[config.mk]
export PLATFORM = sky130hd
export DESIGN_NAME = tlba_group_update
export DESIGN_NICKNAME = d
export VERILOG_FILES = /design/src/hdl/tlba_pkg.sv /design/src/hdl/tlba_group_update.sv
export SDC_FILE = /design/constraint.sdc
export NUM_CORES = 1
export LEC_CHECK = 0
export ABC_AREA = 1
export ABC_CLOCK_PERIOD_IN_PS = 8400
export BUFFER_PORTS_ARGS = -buffer_cell sky130_fd_sc_hd__buf_4
export CAP_MARGIN = 20
export CORE_UTILIZATION = 35
export DETAILED_ROUTE_END_ITERATION = 10
export PLACE_DENSITY = 0.64
export SETUP_SLACK_MARGIN = 0.2
export SLEW_MARGIN = 10
export SYNTH_ARGS = -nofsm -noshare
export SYNTH_HDL_FRONTEND = slang
export SYNTH_SLANG_ARGS = --single-unit
[constraint.sdc]
create_clock -name vclk -period 8.4
set_input_delay 0.84 -clock vclk [all_inputs]
set_output_delay 0.84 -clock vclk [all_outputs]
set_load 0.02 [all_outputs]
[src/hdl/tlba_pkg.sv]
// ----------------------------------------------------------------------------
// tlba_pkg
// Types, constants and helpers shared by the two-level bitmap id allocator.
// ----------------------------------------------------------------------------
package tlba_pkg;

  localparam int DESC_W      = 12;
  localparam int GROUP_COUNT = 64;
  localparam int GROUP_BITS  = 64;
  localparam int GROUP_IDX_W = 6;
  localparam int BIT_IDX_W   = 6;

  typedef enum logic [1:0] {
    OP_ALLOC   = 2'd0,
    OP_RELEASE = 2'd1,
    OP_CLAIM   = 2'd2
  } opcode_t;

  typedef struct packed {
    opcode_t             opcode;
    logic [DESC_W-1:0]   descriptor;
  } req_t;

  typedef struct packed {
    logic [DESC_W-1:0]   granted;
    logic                success;
  } rsp_t;

  // request as held between the group read and the update
  typedef struct packed {
    opcode_t                opcode;
    logic [DESC_W-1:0]      descriptor;
    logic [GROUP_IDX_W-1:0] grp;
    logic                   found;
  } item_t;

  // write-back of one group word and its full mark
  typedef struct packed {
    logic                   wr_en;
    logic [GROUP_IDX_W-1:0] grp;
    logic [GROUP_BITS-1:0]  word;
    logic                   full;
  } wr_t;

  // {found, index} of the lowest set bit
  function automatic logic [BIT_IDX_W:0] lowest_set(input logic [GROUP_BITS-1:0] v);
    logic                 hit;
    logic [BIT_IDX_W-1:0] idx;
    hit = |v;
    idx = '0;
    for (int i = GROUP_BITS - 1; i >= 0; i--) begin
      if (v[i]) begin
        idx = BIT_IDX_W'(i);
      end
    end
    return {hit, idx};
  endfunction

endpackage

[src/hdl/tlba_group_update.sv]
// ----------------------------------------------------------------------------
// tlba_group_update
// Applies one request to its group word: picks the lowest free bit, sets or
// clears a given bit, and works out the new full mark and the response.
// ----------------------------------------------------------------------------
module tlba_group_update #(
  parameter int DESCRIPTOR_COUNT = 4096
) (
  input  tlba_pkg::item_t                      item,
  input  logic [tlba_pkg::GROUP_BITS-1:0]      word,
  output tlba_pkg::wr_t                        wr,
  output tlba_pkg::rsp_t                       rsp
);
  import tlba_pkg::*;

  localparam int FULL_GROUPS = DESCRIPTOR_COUNT / GROUP_BITS;
  localparam int REM_BITS    = DESCRIPTOR_COUNT % GROUP_BITS;
  localparam logic [GROUP_BITS-1:0] PART_MASK =
    (GROUP_BITS'(1) << REM_BITS) - GROUP_BITS'(1);

  logic [GROUP_BITS-1:0] vmask;
  logic [GROUP_BITS-1:0] bit_oh;
  logic [GROUP_BITS-1:0] free_bits;
  logic [GROUP_BITS-1:0] new_word;
  logic [BIT_IDX_W:0]    free_pick;
  logic                  in_range;
  logic                  wr_en;
  logic                  ok;
  logic [DESC_W-1:0]     granted;

  // only bits below the descriptor count exist in a partial last group
  assign vmask = ({1'b0, item.grp} < 7'(FULL_GROUPS)) ? '1 : PART_MASK;

  assign bit_oh    = GROUP_BITS'(1) << item.descriptor[BIT_IDX_W-1:0];
  assign in_range  = {1'b0, item.descriptor} < 13'(DESCRIPTOR_COUNT);
  assign free_bits = ~word & vmask;
  assign free_pick = lowest_set(free_bits);

  always_comb begin
    new_word = word;
    wr_en    = 1'b0;
    ok       = 1'b0;
    granted  = item.descriptor;
    case (item.opcode)
      OP_ALLOC: begin
        granted = '0;
        if (item.found && free_pick[BIT_IDX_W]) begin
          new_word = word | (GROUP_BITS'(1) << free_pick[BIT_IDX_W-1:0]);
          wr_en    = 1'b1;
          ok       = 1'b1;
          granted  = {item.grp, free_pick[BIT_IDX_W-1:0]};
        end
      end
      OP_RELEASE: begin
        if (in_range) begin
          new_word = word & ~bit_oh;
          wr_en    = 1'b1;
          ok       = 1'b1;
        end
      end
      OP_CLAIM: begin
        if (in_range && !(|(word & bit_oh))) begin
          new_word = word | bit_oh;
          wr_en    = 1'b1;
          ok       = 1'b1;
        end
      end
      default: begin
        wr_en = 1'b0;
      end
    endcase
  end

  assign wr.wr_en = wr_en;
  assign wr.grp   = item.grp;
  assign wr.word  = new_word;
  assign wr.full  = (new_word & vmask) == vmask;

  assign rsp.granted = granted;
  assign rsp.success = ok;

endmodule

==> reports/summary.txt <==
Status: complete, no violations
Final worst-path cycle share: 79.1%
All-layer global routing usage: 35.9%
Register area share after synthesis: 0%
DRT Wirelength: 27,100 um
Crit path capture type: primary output
HP Class: primary input to primary output
Cells after Synth: 1,139
Post-Syn Area: 0.00501 sq mm
Vias: 8,244
Vias in the first global route: 7,012
First-pass GRT wire length: 40,400 um
Slew @ Worst Pin: 1.17 ns
CP max stage cell: nor2_1
CP max stage delay: 0.46 ns
Total grt overflow: 0
Postcts setup bufs: 0
Initial Utilization: 35.9%
Crit path DAT: 5.80 ns
Yosys cell types: 38
Site Rows: 43
WL/cell: 18.9 um
Syn-to-layout area delta: 26.4%
Hold path start: item[5]
Max_slew headroom: 21.5%
Detailed Routing Iterations Pass 1: 6
FF+latch area: 0 sq um
Post-Syn Nets: 1,224
Unrepaired setup endpoints after global routing: false
# diodes: 0
I/O Buffers: 170
Die height: 122 um
Critical path type: primary input to primary output
Leak: 3.16 nW
Hold_ws: 1.89 ns
Final core utilization: 45.4%
Largest net degree at the start of global routing: 50
Synth warnings: 0
Cts hold-fix bufs: 0
Crit-path max FO: 4
Initial antenna violation count: 0
Final slew viol count: 0
Commonest cells after routing, fill and taps aside: nand2_1, nor2_1, buf_4, inv_1, nand3_1
MaxCap Viol Count: 0
Gpl congestion: 1.03
Worst vdd ir: 0.0000248 V
Critical path's most frequent cell: nand2_1
Via density: 5.74
Mean Syn Cell Area: 4.40 sq um
Number of clock buffers in the layout: 0
Commonest non-fill, non-tap cell in the layout: nand2_1
Core ar.: 0.0139 sq mm
Fin crit period: 6.64 ns
Req. time, crit path: 7.56 ns
Residual DRC: 0
Critical path startpoint category: primary input
Final hold viol count: 0
Layout cell share with drive strength beyond 1: 16.9%
Hold Path Depth: 2
Setup TNS: 0 ns
Setup Viol. Count Final: 0
Hpwl dp: 21,200 um
Resize count post-CTS: 0
Die area: 0.0148 sq mm
Total I/O pin count: 170
Seq Cell Count: 0
Antenna Nets Post-Route: 0
Hold EP: wr[69]
P per Cell Area: 57.8 mW/mm^2
Die span in x: 122 um
Max Freq: 151 MHz
DR iter-0 viols: 1,226
Layout Nets: 1,342
synth_stat cells:
master	count	share of area [%]
a21oi_2	8	1.4
inv_2	1	0.075
a22oi_1	23	3.4
nand3_2	2	0.40
o31a_1	3	0.52
a211oi_1	4	0.60
buf_4	8	1.2
a22oi_2	2	0.50
buf_2	2	0.20
nor3_1	12	1.2
a31oi_1	8	1.0
nor3b_1	1	0.15
o21ai_1	3	0.30
o31ai_1	2	0.30
clkbuf_2	1	0.10
nand3_1	86	8.6
clkbuf_1	46	3.4
nor2_1	232	17
a21boi_0	4	0.60
buf_1	7	0.52
a21oi_1	63	6.3
nand2_1	373	28
a32oi_1	1	0.17
nand4_1	13	1.6
or4_1	1	0.15
o2111a_1	2	0.45
nor4_1	2	0.25
o221ai_1	1	0.17
inv_1	150	11
a2111oi_0	3	0.52
o2bb2ai_1	1	0.17
o21ai_0	25	2.5
nor2_2	12	1.5
nand2_2	4	0.50
o22ai_1	15	1.9
o211ai_1	4	0.60
clkinv_1	4	0.30
a221oi_1	10	1.7
worst max-delay path by stage:
stage                     startpoint    end  depth (start not counted)
after detailed placement    word[63]  wr[0]                         75
after global placement      word[63]  wr[0]                         75
final                       word[63]  wr[0]                         75
after floorplan             word[63]  wr[0]                         73
after global routing        word[63]  wr[0]                         75
after CTS                   word[63]  wr[0]                         75
per-layer routing:
layer  vias up  GRT usage [%]  wire length (um)
met1      3656           48.6             10600
met5         -              0                 0
met3        94           6.09              3660
li1       3861              -                 -
met2       633           56.6             11700
met4         0           13.2              1240
cell type report:
cell class,count,area [sq um]
Multi-Input combinational cell,920,4170
Timing Repair Buffer,180,1350
Inverter,155,582
Tap cell,180,225
Fill cell,1642,7600
stage by stage:
stage                     setup WS (ns)  instances  instance area, sq um  total power, W
final                              1.76       1435                  6330        0.000366
after global routing              0.996       1435                  6330        0.000394
after global placement             1.90       1435                  6330        0.000360
after CTS                          1.87       1435                  6330        0.000360
after detailed placement           1.91       1435                  6330        0.000359
after floorplan                    2.57       1139                  5010        0.000206
logic make-up (layout without fill, tap and decap cells):
| logic type | Yosys count | after routing | synth area share (%) |
|---|---|---|---|
| compound gates | 182 | 182 | 23.2 |
| buf+inv | 219 | 335 | 17.1 |
| simple gates | 738 | 738 | 59.7 |
where the power goes:
| part | internal, W | switching (W) | total, W |
|---|---|---|---|
| combinational | 0.000130 | 0.000236 | 0.000366 |
| clock | 0 | 0 | 0 |
| sequential | 0 | 0 | 0 |
critical path: cells and delay by family:
| kind | cells | cell delay (ns) |
|---|---|---|
| and+or+nand+nor | 71 | 4.50 |
| buffers and inverters | 3 | 0.31 |
| AOI/OAI and AO/OA | 1 | 0.10 |
(Power assumes the default switching activity.)
